==> config.mk <==
export PLATFORM = sky130hd
export DESIGN_NAME = chassis_mode_sequencer_yaw_follow_unit
export DESIGN_NICKNAME = d
export VERILOG_FILES = /design/src/rtl/core/cmsy_pkg.sv /design/src/rtl/core/cmsy_ctrl.sv /design/src/rtl/core/cmsy_dp.sv /design/src/rtl/core/chassis_mode_sequencer_yaw_follow_unit.sv
export SDC_FILE = /design/constraint.sdc
export NUM_CORES = 1
export LEC_CHECK = 0
export BUFFER_PORTS_ARGS = -buffer_cell sky130_fd_sc_hd__buf_4
export CORE_MARGIN = 2
export CORE_UTILIZATION = 25
export DETAILED_ROUTE_END_ITERATION = 6
export PLACE_DENSITY = 0.48
export SLEW_MARGIN = 30
export SYNTH_ARGS = -nofsm -noshare
export SYNTH_HDL_FRONTEND = slang
export SYNTH_SLANG_ARGS = --single-unit
==> constraint.sdc <==
create_clock -name clk_i -period 9.9 [get_ports clk_i]
set_input_delay 1.98 -clock clk_i [delete_from_list [all_inputs] [get_ports clk_i]]
set_output_delay 1.98 -clock clk_i [all_outputs]
set_load 0.03 [all_outputs]
==> src/rtl/core/cmsy_pkg.sv <==
package cmsy_pkg;

  // Register map: index = paddr[4:2]
  localparam int unsigned CFG_AW = 5;
  localparam logic [2:0] REG_FORWARD_TIME = 3'd0;
  localparam logic [2:0] REG_TURN_TIME    = 3'd1;
  localparam logic [2:0] REG_BACK_TIME    = 3'd2;
  localparam logic [2:0] REG_WHEEL_RPM    = 3'd3;
  localparam logic [2:0] REG_SPIN_CODE    = 3'd4;
  localparam logic [2:0] REG_OMEGA_LIMIT  = 3'd5;
  localparam logic [2:0] REG_FOLLOW_GAIN  = 3'd6;
  localparam logic [2:0] REG_DEADBAND     = 3'd7;

  // Register reset values
  localparam logic [15:0] RST_FORWARD_TIME = 16'd6000;
  localparam logic [15:0] RST_TURN_TIME    = 16'd5000;
  localparam logic [15:0] RST_BACK_TIME    = 16'd3000;
  localparam logic [10:0] RST_WHEEL_RPM    = 11'd800;
  localparam logic [10:0] RST_SPIN_CODE    = 11'd770;
  localparam logic [9:0]  RST_OMEGA_LIMIT  = 10'd520;
  localparam logic [5:0]  RST_FOLLOW_GAIN  = 6'd10;
  localparam logic [7:0]  RST_DEADBAND     = 8'd8;

  // Body yaw (radians / 100 as signed Q1.14) to degrees: (|b| * 5867088) >> 24
  localparam logic [22:0] YAW_DEG_MUL = 23'd5867088;

  // Angle wrap: v / 360 as (v * 46604) >> 24, exact for v < 2^16
  localparam logic [15:0] WRAP_RECIP = 16'd46604;
  localparam logic signed [17:0] WRAP_HI  = 18'sd180;
  localparam logic signed [17:0] WRAP_LO  = -18'sd180;
  localparam logic signed [17:0] WRAP_BIAS = 18'sd181;
  localparam logic signed [9:0]  WRAP_BASE = 10'sd179;

  localparam logic signed [17:0] FOLLOW_OFFSET = 18'sd4;
  localparam logic [10:0] MAX_WHEEL = 11'd2000;

  localparam logic [1:0] PHASE_FORWARD = 2'd0;
  localparam logic [1:0] PHASE_TURN    = 2'd1;
  localparam logic [1:0] PHASE_BACK    = 2'd2;

  typedef struct packed {
    logic [15:0] forward_time_ms;
    logic [15:0] turn_time_ms;
    logic [15:0] back_time_ms;
    logic [10:0] routine_wheel_rpm;
    logic [10:0] spin_code;
    logic [9:0]  omega_limit;
    logic [5:0]  follow_gain;
    logic [7:0]  deadband_deg;
  } cfg_t;

  // Controller to datapath step commands
  typedef struct packed {
    logic load;
    logic mode_upd;
    logic wrap_mul;
    logic wrap_fin;
    logic wrap_err;
    logic err_calc;
    logic gain_mul;
    logic out_load;
  } cmd_t;

  typedef struct packed {
    logic out_free;
  } sts_t;

endpackage

==> src/rtl/core/cmsy_ctrl.sv <==
module cmsy_ctrl import cmsy_pkg::*; (
  input  logic clk_i,
  input  logic rst_ni,
  input  logic in_valid_i,
  output logic in_stall_o,
  input  sts_t sts_i,
  output cmd_t cmd_o
);

  localparam logic [3:0] ST_IDLE   = 4'd0;
  localparam logic [3:0] ST_MODE   = 4'd1;
  localparam logic [3:0] ST_WMUL_D = 4'd2;
  localparam logic [3:0] ST_WFIN_D = 4'd3;
  localparam logic [3:0] ST_ERR    = 4'd4;
  localparam logic [3:0] ST_WMUL_E = 4'd5;
  localparam logic [3:0] ST_WFIN_E = 4'd6;
  localparam logic [3:0] ST_GAIN   = 4'd7;
  localparam logic [3:0] ST_OUT    = 4'd8;

  logic [3:0] state_q, state_d;

  assign in_stall_o = (state_q != ST_IDLE);

  // Step sequencing
  always_comb begin
    state_d = state_q;
    cmd_o   = '0;
    unique case (state_q)
      ST_IDLE: begin
        if (in_valid_i) begin
          cmd_o.load = 1'b1;
          state_d    = ST_MODE;
        end
      end
      ST_MODE: begin
        cmd_o.mode_upd = 1'b1;
        state_d        = ST_WMUL_D;
      end
      ST_WMUL_D: begin
        cmd_o.wrap_mul = 1'b1;
        state_d        = ST_WFIN_D;
      end
      ST_WFIN_D: begin
        cmd_o.wrap_fin = 1'b1;
        state_d        = ST_ERR;
      end
      ST_ERR: begin
        cmd_o.err_calc = 1'b1;
        state_d        = ST_WMUL_E;
      end
      ST_WMUL_E: begin
        cmd_o.wrap_mul = 1'b1;
        cmd_o.wrap_err = 1'b1;
        state_d        = ST_WFIN_E;
      end
      ST_WFIN_E: begin
        cmd_o.wrap_fin = 1'b1;
        cmd_o.wrap_err = 1'b1;
        state_d        = ST_GAIN;
      end
      ST_GAIN: begin
        cmd_o.gain_mul = 1'b1;
        state_d        = ST_OUT;
      end
      ST_OUT: begin
        if (sts_i.out_free) begin
          cmd_o.out_load = 1'b1;
          state_d        = ST_IDLE;
        end
      end
      default: begin
        state_d = ST_IDLE;
      end
    endcase
  end

  always_ff @(posedge clk_i or negedge rst_ni) begin
    if (!rst_ni) begin
      state_q <= ST_IDLE;
    end else begin
      state_q <= state_d;
    end
  end

endmodule

==> src/rtl/core/cmsy_dp.sv <==
module cmsy_dp import cmsy_pkg::*; (
  input  logic               clk_i,
  input  logic               rst_ni,
  input  cfg_t               cfg_i,
  input  cmd_t               cmd_i,
  output sts_t               sts_o,
  input  logic [31:0]        tick_ms_i,
  input  logic [10:0]        switch_channel_i,
  input  logic signed [15:0] gimbal_yaw_deg_i,
  input  logic signed [15:0] body_yaw_i,
  input  logic               follow_on_i,
  output logic               out_valid_o,
  input  logic               out_stall_i,
  output logic               auto_mode_o,
  output logic [1:0]         routine_phase_o,
  output logic signed [10:0] rotation_rate_o,
  output logic signed [11:0] wheel_pair_a_rpm_o,
  output logic signed [11:0] wheel_pair_b_rpm_o
);

  // Latched request
  logic [31:0]        tick_q;
  logic [10:0]        sw_q;
  logic signed [15:0] gimbal_q;
  logic signed [15:0] body_q;
  logic               follow_q;

  always_ff @(posedge clk_i) begin
    if (cmd_i.load) begin
      tick_q   <= tick_ms_i;
      sw_q     <= switch_channel_i;
      gimbal_q <= gimbal_yaw_deg_i;
      body_q   <= body_yaw_i;
      follow_q <= follow_on_i;
    end
  end

  // Mode / trigger / routine phase sequencing
  logic        mode_q, mode_d;
  logic [1:0]  phase_q, phase_d;
  logic [31:0] start_q, start_d;
  logic        seen_off_q, seen_off_d;
  logic        seen_spin_q, seen_spin_d;
  logic [31:0] elapsed;
  logic        sw_is_spin;

  assign elapsed    = tick_q - start_q;
  assign sw_is_spin = (sw_q == cfg_i.spin_code);

  always_comb begin
    mode_d      = mode_q;
    phase_d     = phase_q;
    start_d     = start_q;
    seen_off_d  = seen_off_q;
    seen_spin_d = seen_spin_q;
    if (!mode_q) begin
      if (!sw_is_spin) begin
        if (seen_off_q && seen_spin_q) begin
          mode_d      = 1'b1;
          phase_d     = PHASE_FORWARD;
          start_d     = tick_q;
          seen_off_d  = 1'b0;
          seen_spin_d = 1'b0;
        end else begin
          seen_off_d = 1'b1;
        end
      end else if (seen_off_q) begin
        seen_spin_d = 1'b1;
      end
    end else begin
      priority if (phase_q == PHASE_FORWARD) begin
        if (elapsed >= 32'(cfg_i.forward_time_ms)) begin
          phase_d = PHASE_TURN;
          start_d = tick_q;
        end
      end else if (phase_q == PHASE_TURN) begin
        if (elapsed >= 32'(cfg_i.turn_time_ms)) begin
          phase_d = PHASE_BACK;
          start_d = tick_q;
        end
      end else begin
        if (elapsed >= 32'(cfg_i.back_time_ms)) begin
          mode_d = 1'b0;
        end
      end
    end
  end

  always_ff @(posedge clk_i or negedge rst_ni) begin
    if (!rst_ni) begin
      mode_q      <= 1'b0;
      phase_q     <= PHASE_FORWARD;
      start_q     <= '0;
      seen_off_q  <= 1'b0;
      seen_spin_q <= 1'b0;
    end else if (cmd_i.mode_upd) begin
      mode_q      <= mode_d;
      phase_q     <= phase_d;
      start_q     <= start_d;
      seen_off_q  <= seen_off_d;
      seen_spin_q <= seen_spin_d;
    end
  end

  // Body yaw to degrees, magnitude multiply
  logic [15:0] body_mag;
  logic [38:0] yaw_prod_q;
  logic        yaw_neg_q;

  assign body_mag = body_q[15] ? (~body_q + 16'd1) : body_q;

  always_ff @(posedge clk_i) begin
    if (cmd_i.mode_upd) begin
      yaw_prod_q <= 39'(body_mag) * 39'(YAW_DEG_MUL);
      yaw_neg_q  <= body_q[15];
    end
  end

  logic signed [17:0] deg_raw;
  logic signed [17:0] deg_mag;

  assign deg_mag = $signed({3'b000, yaw_prod_q[38:24]});
  assign deg_raw = yaw_neg_q ? -deg_mag : deg_mag;

  // Shared angle wrap unit: multiply step, then remainder step
  logic signed [17:0] err_q;
  logic signed [17:0] wrap_x;
  logic               wrap_pos, wrap_neg;
  logic signed [17:0] wrap_diff;
  logic [31:0]        wrap_prod;
  logic [7:0]         wrap_quo_q;
  logic [15:0]        wrap_v_q;
  logic signed [9:0]  wrap_x_q;
  logic               wrap_pos_q, wrap_neg_q;
  logic [15:0]        wrap_rem;
  logic signed [9:0]  wrap_r;
  logic signed [9:0]  wrap_res;
  logic signed [9:0]  deg_w_q;
  logic signed [9:0]  err_w_q;

  assign wrap_x    = cmd_i.wrap_err ? err_q : deg_raw;
  assign wrap_pos  = (wrap_x > WRAP_HI);
  assign wrap_neg  = (wrap_x < WRAP_LO);
  assign wrap_diff = wrap_pos ? (wrap_x - WRAP_BIAS) : (-WRAP_BIAS - wrap_x);
  assign wrap_prod = 32'(wrap_diff[15:0]) * 32'(WRAP_RECIP);

  always_ff @(posedge clk_i) begin
    if (cmd_i.wrap_mul) begin
      wrap_quo_q <= wrap_prod[31:24];
      wrap_v_q   <= wrap_diff[15:0];
      wrap_x_q   <= wrap_x[9:0];
      wrap_pos_q <= wrap_pos;
      wrap_neg_q <= wrap_neg;
    end
  end

  assign wrap_rem = wrap_v_q - (16'(wrap_quo_q) * 16'd360);
  assign wrap_r   = $signed({1'b0, wrap_rem[8:0]});

  always_comb begin
    priority if (wrap_pos_q) begin
      wrap_res = wrap_r - WRAP_BASE;
    end else if (wrap_neg_q) begin
      wrap_res = WRAP_BASE - wrap_r;
    end else begin
      wrap_res = wrap_x_q;
    end
  end

  always_ff @(posedge clk_i) begin
    if (cmd_i.wrap_fin) begin
      if (cmd_i.wrap_err) begin
        err_w_q <= wrap_res;
      end else begin
        deg_w_q <= wrap_res;
      end
    end
  end

  // Yaw error with offset and deadband
  logic signed [17:0] err_raw;
  logic signed [17:0] err_abs;
  logic               err_zero;

  assign err_raw  = 18'(deg_w_q) - 18'(gimbal_q) + FOLLOW_OFFSET;
  assign err_abs  = err_raw[17] ? -err_raw : err_raw;
  assign err_zero = (err_abs < $signed({10'd0, cfg_i.deadband_deg})) || !follow_q;

  always_ff @(posedge clk_i) begin
    if (cmd_i.err_calc) begin
      err_q <= err_zero ? '0 : err_raw;
    end
  end

  // Gain multiply and clamp
  logic signed [16:0] rate_prod_q;
  logic signed [16:0] lim;
  logic signed [16:0] rate_cl;

  always_ff @(posedge clk_i) begin
    if (cmd_i.gain_mul) begin
      rate_prod_q <= $signed({1'b0, cfg_i.follow_gain}) * err_w_q;
    end
  end

  assign lim = $signed({7'd0, cfg_i.omega_limit});

  always_comb begin
    priority if (rate_prod_q > lim) begin
      rate_cl = lim;
    end else if (rate_prod_q < -lim) begin
      rate_cl = -lim;
    end else begin
      rate_cl = rate_prod_q;
    end
  end

  // Result fields
  logic [10:0]        rpm_sat;
  logic signed [11:0] rpm12;
  logic signed [10:0] rate_sel;
  logic signed [11:0] wa_sel, wb_sel;
  logic [1:0]         phase_sel;

  assign rpm_sat = (cfg_i.routine_wheel_rpm > MAX_WHEEL) ? MAX_WHEEL : cfg_i.routine_wheel_rpm;
  assign rpm12   = $signed({1'b0, rpm_sat});

  always_comb begin
    rate_sel  = '0;
    wa_sel    = '0;
    wb_sel    = '0;
    phase_sel = PHASE_FORWARD;
    if (mode_q) begin
      phase_sel = phase_q;
      priority if (phase_q == PHASE_FORWARD) begin
        wa_sel = rpm12;
      end else if (phase_q == PHASE_TURN) begin
        wb_sel = rpm12;
      end else begin
        wa_sel = -rpm12;
      end
    end else if (sw_is_spin) begin
      rate_sel = $signed({1'b0, cfg_i.omega_limit});
    end else begin
      rate_sel = rate_cl[10:0];
    end
  end

  // Output register
  logic out_valid_q;

  assign sts_o.out_free = !out_valid_q || !out_stall_i;
  assign out_valid_o    = out_valid_q;

  always_ff @(posedge clk_i or negedge rst_ni) begin
    if (!rst_ni) begin
      out_valid_q <= 1'b0;
    end else if (cmd_i.out_load) begin
      out_valid_q <= 1'b1;
    end else if (!out_stall_i) begin
      out_valid_q <= 1'b0;
    end
  end

  always_ff @(posedge clk_i) begin
    if (cmd_i.out_load) begin
      auto_mode_o        <= mode_q;
      routine_phase_o    <= phase_sel;
      rotation_rate_o    <= rate_sel;
      wheel_pair_a_rpm_o <= wa_sel;
      wheel_pair_b_rpm_o <= wb_sel;
    end
  end

endmodule

==> src/rtl/core/chassis_mode_sequencer_yaw_follow_unit.sv <==
// Per request the step sequencer runs the mode update and yaw multiply, a pass
// through the shared angle wrap unit for the degrees, the yaw error, a second pass
// for the error, gain multiply, output load; input stalls till the sequencer idles.
// A stalled result still lets one more request in; that one waits at the output step
// and the input stalls until the output register frees.
// Reset (rst_ni, async low): manual mode, forward phase, trigger flags clear,
// configuration registers at their default values.
module chassis_mode_sequencer_yaw_follow_unit import cmsy_pkg::*; (
  input  logic               clk_i,
  input  logic               rst_ni,
  input  logic               psel,
  input  logic               penable,
  input  logic               pwrite,
  input  logic [CFG_AW-1:0]  paddr,
  input  logic [31:0]        pwdata,
  output logic [31:0]        prdata,
  output logic               pready,
  input  logic               in_valid_i,
  output logic               in_stall_o,
  input  logic [31:0]        tick_ms_i,
  input  logic [10:0]        switch_channel_i,
  input  logic signed [15:0] gimbal_yaw_deg_i,
  input  logic signed [15:0] body_yaw_i,
  input  logic               follow_on_i,
  output logic               out_valid_o,
  input  logic               out_stall_i,
  output logic               auto_mode_o,
  output logic [1:0]         routine_phase_o,
  output logic signed [10:0] rotation_rate_o,
  output logic signed [11:0] wheel_pair_a_rpm_o,
  output logic signed [11:0] wheel_pair_b_rpm_o
);

  cfg_t       cfg_q;
  cmd_t       cmd;
  sts_t       sts;
  logic [2:0] reg_idx;
  logic       cfg_wr;

  assign pready  = 1'b1;
  assign reg_idx = paddr[4:2];
  assign cfg_wr  = psel && penable && pwrite && pready;

  // Configuration registers
  always_ff @(posedge clk_i or negedge rst_ni) begin
    if (!rst_ni) begin
      cfg_q.forward_time_ms   <= RST_FORWARD_TIME;
      cfg_q.turn_time_ms      <= RST_TURN_TIME;
      cfg_q.back_time_ms      <= RST_BACK_TIME;
      cfg_q.routine_wheel_rpm <= RST_WHEEL_RPM;
      cfg_q.spin_code         <= RST_SPIN_CODE;
      cfg_q.omega_limit       <= RST_OMEGA_LIMIT;
      cfg_q.follow_gain       <= RST_FOLLOW_GAIN;
      cfg_q.deadband_deg      <= RST_DEADBAND;
    end else if (cfg_wr) begin
      unique case (reg_idx)
        REG_FORWARD_TIME: cfg_q.forward_time_ms   <= pwdata[15:0];
        REG_TURN_TIME:    cfg_q.turn_time_ms      <= pwdata[15:0];
        REG_BACK_TIME:    cfg_q.back_time_ms      <= pwdata[15:0];
        REG_WHEEL_RPM:    cfg_q.routine_wheel_rpm <= pwdata[10:0];
        REG_SPIN_CODE:    cfg_q.spin_code         <= pwdata[10:0];
        REG_OMEGA_LIMIT:  cfg_q.omega_limit       <= pwdata[9:0];
        REG_FOLLOW_GAIN:  cfg_q.follow_gain       <= pwdata[5:0];
        REG_DEADBAND:     cfg_q.deadband_deg      <= pwdata[7:0];
      endcase
    end
  end

  // Register readback
  always_comb begin
    prdata = '0;
    unique case (reg_idx)
      REG_FORWARD_TIME: prdata = 32'(cfg_q.forward_time_ms);
      REG_TURN_TIME:    prdata = 32'(cfg_q.turn_time_ms);
      REG_BACK_TIME:    prdata = 32'(cfg_q.back_time_ms);
      REG_WHEEL_RPM:    prdata = 32'(cfg_q.routine_wheel_rpm);
      REG_SPIN_CODE:    prdata = 32'(cfg_q.spin_code);
      REG_OMEGA_LIMIT:  prdata = 32'(cfg_q.omega_limit);
      REG_FOLLOW_GAIN:  prdata = 32'(cfg_q.follow_gain);
      REG_DEADBAND:     prdata = 32'(cfg_q.deadband_deg);
    endcase
  end

  cmsy_ctrl u_ctrl (
    .clk_i      (clk_i),
    .rst_ni     (rst_ni),
    .in_valid_i (in_valid_i),
    .in_stall_o (in_stall_o),
    .sts_i      (sts),
    .cmd_o      (cmd)
  );

  cmsy_dp u_dp (
    .clk_i              (clk_i),
    .rst_ni             (rst_ni),
    .cfg_i              (cfg_q),
    .cmd_i              (cmd),
    .sts_o              (sts),
    .tick_ms_i          (tick_ms_i),
    .switch_channel_i   (switch_channel_i),
    .gimbal_yaw_deg_i   (gimbal_yaw_deg_i),
    .body_yaw_i         (body_yaw_i),
    .follow_on_i        (follow_on_i),
    .out_valid_o        (out_valid_o),
    .out_stall_i        (out_stall_i),
    .auto_mode_o        (auto_mode_o),
    .routine_phase_o    (routine_phase_o),
    .rotation_rate_o    (rotation_rate_o),
    .wheel_pair_a_rpm_o (wheel_pair_a_rpm_o),
    .wheel_pair_b_rpm_o (wheel_pair_b_rpm_o)
  );

`ifndef SYNTHESIS
  // Routine results carry no rotation command
  a_routine_no_rate: assert property (@(posedge clk_i) disable iff (!rst_ni)
    (out_valid_o && auto_mode_o) |-> (rotation_rate_o == 11'sd0))
    else $error("rotation command during routine");

  // Manual results carry no wheel targets and phase zero
  a_manual_no_wheels: assert property (@(posedge clk_i) disable iff (!rst_ni)
    (out_valid_o && !auto_mode_o) |->
      (wheel_pair_a_rpm_o == 12'sd0 && wheel_pair_b_rpm_o == 12'sd0 &&
       routine_phase_o == PHASE_FORWARD))
    else $error("wheel targets in manual mode");

  // Rotation command stays within the clamp
  a_rate_clamped: assert property (@(posedge clk_i) disable iff (!rst_ni)
    out_valid_o |->
      ($signed({1'b0, rotation_rate_o[10] ? -rotation_rate_o : rotation_rate_o})
       <= $signed({2'b00, cfg_q.omega_limit})))
    else $error("rotation command beyond limit");

  // A stalled result stays valid and unchanged
  a_stalled_result_holds: assert property (@(posedge clk_i) disable iff (!rst_ni)
    (out_valid_o && out_stall_i) |=>
      (out_valid_o && $stable({auto_mode_o, routine_phase_o, rotation_rate_o,
                               wheel_pair_a_rpm_o, wheel_pair_b_rpm_o})))
    else $error("stalled result changed");
`endif

endmodule

; ---- Yosys cells after proc, flatten, opt, wreduce, memory -nomap -nowiden
; Cells that the tools add are included.
[totals]
out_inout_bits = 73
word_cells = 183
register_bits = 370
[op_classes]
bitwise = 5
n_eq_ne = 25
multipliers = 4
n_mux = 53
n_reduce_logical = 35
addsub = 13
magnitude_cmp = 9
[ops]
columns = operator, count
row1 = 32-bit case mux with 8 select lines, 1
row2 = 32-bit 2-to-1 mux, 7
row3 = 32-bit by 16-bit greater-or-equal comparator with 1-bit output, 3
row4 = 18-bit 2-to-1 mux, 3
row5 = 11-bit 2-to-1 mux, 4
row6 = 10-bit 2-to-1 mux, 4
row7 = 4-bit case mux with 9 select lines, 1
row8 = "16-bit by 19-bit multiplier with 35-bit output, second input constant", 1
row9 = 16-bit 2-to-1 mux, 2
row10 = 32-bit subtractor, 1
row11 = "16-bit by 14-bit multiplier with 30-bit output, second input constant", 1
row12 = 1-bit 2-to-1 mux, 22
row13 = 2-bit AND reduction, 11
row14 = "18-bit by 4-bit adder with 18-bit output, second input constant", 1
row15 = "18-bit by 9-bit > comparator with 1-bit output, second input constant", 1
row16 = 18-bit by 9-bit less-than comparator with 1-bit output, 1
row17 = "18-bit by 9-bit less-than comparator with 1-bit output, second input constant", 1
row18 = 15-bit negator with 18-bit output, 1
row19 = 18-bit negator, 1
row20 = 17-bit by 11-bit > comparator with 1-bit output, 1
row21 = 17-bit less-than comparator, 1
row22 = 7-bit by 10-bit multiplier with 17-bit output, 1
row23 = 10-bit negator with 17-bit output, 1
row24 = 10-bit by 16-bit subtractor with 17-bit output, 1
row25 = other kinds (38), 72

; ---- Longest topological paths before layout
; Gate-level depths: netlist (run 1).
[logic_depth]
depth_word = 7
ltp_mapped = 42

; ---- Cells and area by module
; From an unflattened synthesis (run 1), not the netlist that was laid out.
[hier_totals]
hier_cells = 2984
hier_area_um2 = 31141.1
[modules_own_cells]
columns = mod, n_inst, cells_per_inst, seq_area_each_um2, area_per_inst_um2
row1 = cmsy_dp, 1, 2593, 7287.0, 26309.0
row2 = chassis_mode_sequencer_yaw_follow_unit, 1, 357, 2389.8, 4536.9
row3 = cmsy_ctrl, 1, 34, 100.1, 295.3

; ---- Worst setup path after synthesis (run 1)
; No wires, ideal clock.
[synth_timing]
path_kind = reg-to-reg
start = reg u_ctrl.state_q[3]
end = reg u_dp.wrap_quo_q[0], data pin
path_stages_with_launch = 41
required_ps = 9642
slack_ps = 1105
setup_time_ps = 258
period_less_slack_ps = 8795
arrival_ps = 8538
cell_sequence = dfrtp_1 -> clkbuf_1 -> nand2b_1 -> nor2_1 -> buf_2 -> clkbuf_1 -> a21o_1 -> inv_1 -> ha_1 -> a21oi_1 -> a31o_2 -> a21oi_1 -> a31oi_1 -> clkbuf_1 -> a211oi_1 -> xnor2_1 -> inv_1 -> ha_1 -> [... 5 more ...] -> fa_1 -> inv_1 -> fa_1 -> inv_1 -> fa_1 -> inv_1 -> ha_1 -> nand2_1 -> a21oi_1 -> o311ai_0 -> o21ai_0 -> a211o_1 -> a21o_1 -> a21o_1 -> a21o_1 -> a21o_1 -> a21oi_1 -> xnor2_1
[synth_between]
elab_chain_len = 7
[synth_lines]
columns = item, line
row1 = from (decl), cmsy_ctrl.sv:20  ; logic [3:0] state_q, state_d;
row2 = from (signal assigned), cmsy_ctrl.sv:81  ; state_q <= state_d;
row3 = 4-bit by 3-bit == test with 1-bit output, cmsy_ctrl.sv:28  ; unique case (state_q)
row4 = 2-bit OR reduction (no line) *, -
row5 = 1-bit 2-to-1 mux *, cmsy_ctrl.sv:28
row6 = 18-bit 2-to-1 mux *, cmsy_dp.sv:141  ; assign wrap_x = cmd_i.wrap_err ? err_q : deg_raw;
row7 = via u_dp.wrap_x[2], cmsy_dp.sv:127  ; logic signed [17:0] wrap_x;
row8 = "9-bit by 16-bit subtractor with 16-bit output, or another cell as far along", cmsy_dp.sv:144  ; assign wrap_diff = wrap_pos ? (wrap_x - WRAP_BIAS) : (-WRAP_BIAS - wrap_x);
row9 = 16-bit 2-to-1 mux *, cmsy_dp.sv:144
row10 = via u_dp.wrap_diff[5], cmsy_dp.sv:129  ; logic signed [17:0] wrap_diff;
row11 = 16-bit by 14-bit multiplier with 30-bit output *, cmsy_dp.sv:145  ; assign wrap_prod = 32'(wrap_diff[15:0]) * 32'(WRAP_RECIP);
row12 = via u_dp.wrap_prod[24], cmsy_dp.sv:130  ; logic [31:0] wrap_prod;
row13 = to (signal assigned), cmsy_dp.sv:149  ; wrap_quo_q <= wrap_prod[31:24];
row14 = to (decl), cmsy_dp.sv:131  ; logic [7:0] wrap_quo_q;
; Mark *: on every way through the listed nets, which the timed path passes. The rest lies on a longest branch.
; A chain may end at the register's enable or synchronous reset.

; ---- Worst setup path after layout (run 1)
[layout_timing]
start = reg u_dp.yaw_prod_q[26]
end = reg u_dp.wrap_quo_q[5], data pin
[layout_between]
elab_chain_len = 6
[layout_lines]
columns = item, line
row1 = from (decl), cmsy_dp.sv:107  ; logic [38:0] yaw_prod_q;
row2 = from (signal assigned), cmsy_dp.sv:114  ; yaw_prod_q <= 39'(body_mag) * 39'(YAW_DEG_MUL);
row3 = 15-bit negator with 18-bit output, cmsy_dp.sv:123  ; assign deg_raw = yaw_neg_q ? -deg_mag : deg_mag;
row4 = 18-bit 2-to-1 mux *, cmsy_dp.sv:123
row5 = 18-bit 2-to-1 mux *, cmsy_dp.sv:141
row6 = "9-bit by 16-bit subtractor with 16-bit output, or another cell as far along", cmsy_dp.sv:144
row7 = 16-bit 2-to-1 mux *, cmsy_dp.sv:144
row8 = via u_dp.wrap_diff[5], cmsy_dp.sv:129
row9 = 16-bit by 14-bit multiplier with 30-bit output *, cmsy_dp.sv:145
row10 = via u_dp.wrap_prod[29], cmsy_dp.sv:130
; Marks and branches as above.

==> results of run 1 <==
logic make-up after synthesis:
group,after synthesis
other,2
buffers and inverters,534
muxes,128
and+or+nand+nor,697
xor gates and xnor gates,180
AOI/OAI and AO/OA,569
DFF,347
adders and majority gates,617
worst min-delay path: cells and delay by family, from the launching register on:
family,cells,cell delay (ps)
AO/OA/AOI/OAI,1,60
flip-flops,1,340
AND/OR/NAND/NOR,1,50
state kept, by name (all words and copies together), names as in the netlist, 11 cells and up:
register	cells
cfg_q	94
u_dp.tick_q	32
u_dp.wheel_pair_a_rpm_o	12
u_dp.gimbal_q	16
u_dp.wheel_pair_b_rpm_o	11
u_dp.yaw_prod_q	15
u_dp.err_q	18
u_dp.sw_q	11
u_dp.body_q	16
u_dp.rotation_rate_o	11
u_dp.start_q	32
u_dp.rate_prod_q	17
final cells by class:
class	instances	share of cell area [%]
multi-input cells	2209	53.9
well taps	1637	5.70
clock buffers	67	3.88
flip-flops and latches	347	27.2
repair buffers	196	4.16
inverters	438	4.57
clock inverters	19	0.550
synthesized netlist by cell type (7+ instances only):
cell type    n  area share [%]
ha_1       443              18
inv_1      437             5.3
edfxtp_1   211              20
nand2_1    203             2.4
fa_1       174              11
nor2_1     165             2.0
o21ai_0    158             2.5
a21oi_1    129             2.1
xnor2_1    126             3.5
dfrtp_1    106             8.5
mux2_2      92             3.3
clkbuf_1    61            0.73
and2_1      60             1.2
xor2_1      53             1.5
a21o_1      52             1.3
nor3_1      42            0.67
nor2b_1     38            0.76
nand3_1     34            0.55
dfstp_2     30             2.5
o21a_1      29            0.70
nand2b_1    28            0.56
or3_1       28            0.56
mux2i_1     26            0.84
o31ai_1     22            0.53
buf_4       19            0.46
or2_2       19            0.38
a211oi_1    17            0.41
and3_1      16            0.32
nor3b_1     14            0.34
a22oi_1     13            0.31
a31oi_1     13            0.26
nand4_1     12            0.24
o21bai_1    12            0.29
a211o_1     11            0.31
mux4_2      10            0.72
o211ai_1    10            0.24
o21ai_1      9            0.14
buf_2        8            0.13
nand3b_1     8            0.19
o2111ai_1    8            0.22
a2111oi_0    7            0.20
a21boi_0     7            0.17
nor4_1       7            0.14
worst min-delay path by stage:
stage	endpoint
floorplan	u_dp.seen_spin_q
global placement	u_dp.seen_spin_q
detailed placement	u_dp.seen_spin_q
CTS	u_dp.seen_spin_q
global route	u_dp.start_q[8]
finish	u_dp.seen_spin_q
metrics by stage:
stage	hold WS, ps	setup slack, ps
after floorplan	441	1100
after CTS	480	427
after global placement	459	454
final	488	754
after detailed placement	466	494
after global routing	512	39.6
per-layer routing:
metal | global-route usage, % | vias to the layer above
li1 | - | 10933
met1 | 17.7 | 10473
met2 | 19.9 | 356
met3 | 1.82 | 87
met4 | 2.47 | 12
met5 | 0 | -
==> impl_metrics.py, run 1 <==
metrics = {
    "timing": {
        "tightest_slew_ps": 1030,
        "rsz0062_at_grt": "no",
        "max_freq_mhz": 109,
        "period_needed_ps": 9150,
        "fin_skew_ps": 28.0,
        "finalHoldViolations": 0,
        "slew_violations": 0,
        "setup_tns_ps": 0,
        "fin_crit_sh_pct": 92.4,
        "slew_headroom_pct": 29.4,
        "finalSetupViolCount": 0,
    },
    "synth": {
        "synth_xor_area_share_pct": 5.08,
        "yosys-mux-area-fraction_pct": 4.88,
        "ys.flop_type": "edfxtp_1",
        "synth_edf_count": 211,
        "synth_top_family_by_area": "adder cells",
        "syn_area_per_cell_sq_um": 10.1,
        "synth-simple-area-share_pct": 11.0,
        "ys_seq_area_share_pct": 31.4,
        "ys_types": 97,
        "synth_compound_area_share_pct": 11.9,
        "async_flop_share_pct": 39.2,
        "yosys.area_share.adder_pct": 29.0,
        "yosys_warnings": 0,
        "synth_area_sq_mm": 0.0312,
        "syn_inst": 3074,
        "ys_ff_latch": 347,
    },
    "cts": {
        "numCtsBuffers": 47,
        "ctsResizeCount": 0,
        "path_clk_slew_ps": 60,
        "cts_tree": "yes",
        "clock_latency_ps": 600,
        "cts_hold_buf": 0,
        "htreeDepth": 2,
        "root_buffer": "clkbuf_16",
        "cts_setup_buffers": 0,
        "cts_sinks": 347,
        "cts_max_path_buffers": 3,
    },
    "worst_hold_path": {
        "min_path_type": "reg -> reg",
        "min_path_cells": 2,
        "hp-start": "u_dp.seen_spin_q",
    },
    "drt": {
        "m1WireLength_mm": 38.5,
        "drc_errors": 0,
        "dr.pass1.iters": 5,
        "vias_per_cell": 4.45,
        "dr_total_vias": 21861,
        "wl_met3_mm": 3.59,
        "wirelength_mm": 79.3,
        "drtIter0Drc": 1208,
        "wl_met2_mm": 35.8,
        "wl_per_cell_microns": 16.1,
        "top_layer_used": "met5",
        "ant_nets": 0,
    },
    "floorplanning": {
        "die_w_microns": 357,
        "design.die.area_sq_mm": 0.127,
        "start_util_pct": 25.2,
        "fp.dieH_microns": 357,
        "coreArea_sq_mm": 0.124,
        "io_pins": 193,
        "row_count": 129,
    },
    "worst_setup_path": {
        "crit_slowest_cell": "or4_1",
        "critPathBufInv": 7,
        "crit_required_ps": 10240,
        "worstSetupEndpointType": "register",
        "crit_path_max_fanout": 12,
        "cp_slowest_stage_delay_ps": 560,
        "worst_setup_path_start_kind": "register",
        "crit_top_cell": "inv_1",
        "reg2regPathDepth": 36,
        "cp_num_cells": 36,
        "cp.arrival_ps": 9480,
        "startpoint": "u_dp.yaw_prod_q[26]",
        "r2r_slack_ps": 750,
        "crit_type": "reg -> reg",
        "cp_top_family": "adder cells",
        "reg2reg_from": "u_dp.yaw_prod_q[26]",
        "reg2reg_to": "u_dp.wrap_quo_q[5]",
        "critPathCapture": "u_dp.wrap_quo_q[5]",
    },
    "cells_and_area": {
        "final_common_cell": "ha_1",
        "fill_cells": 13015,
        "n_antenna_cell": 0,
        "drive_above_1_share_pct": 13.8,
        "nets": 3976,
        "utilization_pct": 29.1,
        "syn_to_final_growth_pct": 15.4,
        "final_cell_area_sq_mm": 0.0360,
        "final_cells": 4913,
        "multiInputGateArea_sq_mm": 0.0194,
        "seq_area_sq_mm": 0.00978,
        "mostFrequentLayoutCells": "ha_1, inv_1, edfxtp_1",
    },
    "placed_design": {
        "place_area_sq_mm": 0.0343,
        "routabilityCongestion": 0.812,
        "dp_hpwl_mm": 63.1,
        "dpl.cell_count": 4826,
        "port_buffers": 156,
    },
    "global_routing": {
        "grt_pass1_wl_mm": 126,
        "grt_max_degree": 84,
        "track_usage_pct": 12.4,
        "grt_overflow_total": 0,
        "antenna_found_initial": 6,
        "grt_pass1_vias": 22054,
    },
    "run_status": {
        "status": "finished clean",
    },
    "flow_run": {
        "drv_cap": 0,
    },
}
Power of run 1 is not shown: default switching activity piles up to over one toggle a cycle in this logic, so the estimate is an artifact.
==> inputs of run 2 (changes only) <==
--- a/config.mk
+++ b/config.mk
@@ -5,6 +5,7 @@
 export SDC_FILE = /design/constraint.sdc
 export NUM_CORES = 1
 export LEC_CHECK = 0
+export ABC_AREA = 1
 export BUFFER_PORTS_ARGS = -buffer_cell sky130_fd_sc_hd__buf_4
 export CORE_MARGIN = 2
 export CORE_UTILIZATION = 25
==> run 2 against run 1 <==
  * The flow now finishes with violations (design-rule violations)
  * Critical path type unchanged
  * Wire length is 12% higher
  * Hold slack worse by 10 ps
  * Clock skew is 6.4 ps higher
  * First-iteration DRC count is 35% higher
  * Maximum frequency is 5.0% higher
  * Clock-buffer cell count is 15 lower
  * Critical path depth is 6 lower
  * Synthesized cell count is 28% higher
  * Via count is 19% higher
==> impl_metrics.py, run 2 <==
metrics = {
    "global_routing": {
        "grt_overflow_total": 0,
        "track_usage_pct": 13.2,
        "grt_max_degree": 70,
        "grt_pass1_vias": 25290,
        "grt_pass1_wl_mm": 140,
        "antenna_found_initial": 12,
    },
    "cells_and_area": {
        "largest_register_ffs": 94,
        "fill_cells": 13878,
        "drive_above_1_share_pct": 7.86,
        "syn_to_final_growth_pct": 14.5,
        "mostFrequentLayoutCells": "nand2_1, inv_1, ha_1",
        "utilization_pct": 28.8,
        "reg_top3": "cfg_q (94), u_dp.start_q (32), u_dp.tick_q (32)",
        "largest_register": "cfg_q",
        "final_common_cell": "nand2_1",
        "nets": 4848,
    },
    "synth": {
        "yosys-mux-area-fraction_pct": 0,
        "async_flop_share_pct": 39.2,
        "synth_compound_area_share_pct": 10.0,
        "synth_area_leaders": "edfxtp_1, ha_1, fa_1",
        "syn_inst": 3945,
        "synth_xor_area_share_pct": 3.92,
        "synth_top_family_by_area": "adder cells",
        "yosys.area_share.adder_pct": 27.7,
        "synth_common_cells": "nand2_1, inv_1, ha_1",
        "yosys_warnings": 0,
        "ys_types": 60,
        "synth_top_area_share_pct": 19.5,
        "syn_area_per_cell_sq_um": 8.25,
        "synth_top_cell_by_area": "edfxtp_1",
        "synth_area_sq_mm": 0.0326,
        "ys.flop_type": "edfxtp_1",
        "ys_seq_area_share_pct": 30.0,
        "synth-simple-area-share_pct": 18.3,
        "yosysMostFrequentCell": "nand2_1",
        "synth_edf_count": 211,
        "ys_ff_latch": 347,
    },
    "timing": {
        "finalSetupViolCount": 0,
        "rsz0062_at_grt": "no",
        "finalHoldViolations": 0,
        "hold_ws_ps": 477,
        "tightest_slew_ps": 854,
        "slew_headroom_pct": 42.9,
        "fin_skew_ps": 34.4,
        "max_freq_mhz": 115,
        "setup_tns_ps": 0,
        "slew_violations": 0,
        "period_needed_ps": 8710,
        "fin_crit_sh_pct": 88.0,
    },
    "drt": {
        "wirelength_mm": 89.1,
        "vias_per_cell": 4.41,
        "drtIter0Drc": 1633,
        "dr_total_vias": 25979,
        "ant_nets": 0,
        "wl_per_cell_microns": 15.1,
        "drc_errors": 1,
        "dr.pass1.iters": 7,
    },
    "cts": {
        "clock_latency_ps": 600,
        "path_clk_slew_ps": 60,
        "cts_max_path_buffers": 3,
        "cts_hold_buf": 0,
        "ctsResizeCount": 0,
        "cts_setup_buffers": 0,
        "root_buffer": "clkbuf_16",
        "numCtsBuffers": 45,
        "cts_sinks": 347,
        "htreeDepth": 2,
        "cts_tree": "yes",
    },
    "worst_setup_path": {
        "cp_top_family": "adder cells",
        "crit_type": "reg -> reg",
        "crit_required_ps": 10230,
        "worst_setup_path_start_kind": "register",
        "crit_path_max_fanout": 31,
        "cp_slowest_stage_delay_ps": 630,
        "cp.arrival_ps": 9040,
        "worstSetupEndpointType": "register",
        "critPathBufInv": 5,
        "crit_slowest_cell": "o21ai_0",
    },
    "placed_design": {
        "dp_hpwl_mm": 73.5,
        "routabilityCongestion": 0.896,
        "port_buffers": 156,
    },
    "floorplanning": {
        "row_count": 132,
        "coreArea_sq_mm": 0.129,
        "die_w_microns": 365,
        "start_util_pct": 25.2,
        "fp.dieH_microns": 365,
        "io_pins": 193,
        "design.die.area_sq_mm": 0.133,
    },
    "flow_run": {
        "drv_cap": 0,
    },
    "run_status": {
        "status": "complete, but fails checks",
        "violations": "design-rule violations",
    },
    "worst_hold_path": {
        "min_path_type": "reg -> reg",
    },
}
[run 2: metal layers]
layer	wire length [microns]	part of all wire, %	up-vias	track usage, %
met5	101	0.11	-	0
met4	1400	1.6	18	2.44
met3	4890	5.5	103	2.13
met2	39900	45	501	21.7
met1	42700	48	12162	18.4
li1	-	-	13195	-
[run 2: worst paths after layout]
kind / cells past startpoint / start / slack (ps) / endpoint
max: 30 / u_ctrl.state_q[3] / 1190 / u_dp.wrap_quo_q[4]
min: 2 / u_dp.start_q[25] / 480 / u_dp.start_q[25]
max reg2reg: 30 / u_ctrl.state_q[3] / 1190 / u_dp.wrap_quo_q[4]
min reg2reg: 2 / u_dp.start_q[25] / 480 / u_dp.start_q[25]
max in group asynchronous: 2 / rst_ni / 7410 / cfg_q[78]
min in group asynchronous: 1 / rst_ni / 1380 / u_dp.start_q[31]
[run 2: tightest hold or removal path: stages (launching register included)]
cell and delay (ps):
dfrtp_1 340, nand2_1 50, nand2_1 60
[run 2: per-stage QoR]
stage / std cells / instance area (sq um) / setup slack [ps]
floorplan: 3961 / 32600 / 2590
global placement: 5805 / 35800 / 1160
detailed placement: 5806 / 35800 / 1150
CTS: 5889 / 37300 / 1110
global route: 5890 / 37300 / 364
finish: 5891 / 37300 / 1190
[run 2: final cells by class]
type / instances / area, sq um / area share, %
Timing Repair Buffer: 175 / 1340 / 3.60
Clock buffer: 52 / 1180 / 3.17
Multi-Input combinational cell: 2774 / 19600 / 52.7
Antenna cell: 2 / 5.00 / 0.0134
Clock inverter: 31 / 288 / 0.772
Tap cell: 1742 / 2180 / 5.85
Sequential cell: 347 / 9780 / 26.2
Inverter: 768 / 2880 / 7.73
[run 2: logic make-up (layout without fill, tap and decap cells)]
kind of cell             after synthesis  count (layout)
AND/OR/NAND/NOR                     1416            1416
buffers and inverters                840            1026
adder cells (fa/ha/maj)              617             617
AO/OA/AOI/OAI                        578             578
flip-flops                           347             347
XOR/XNOR                             145             145
other                                  2              20
Power of run 2 is left out for the same reason.
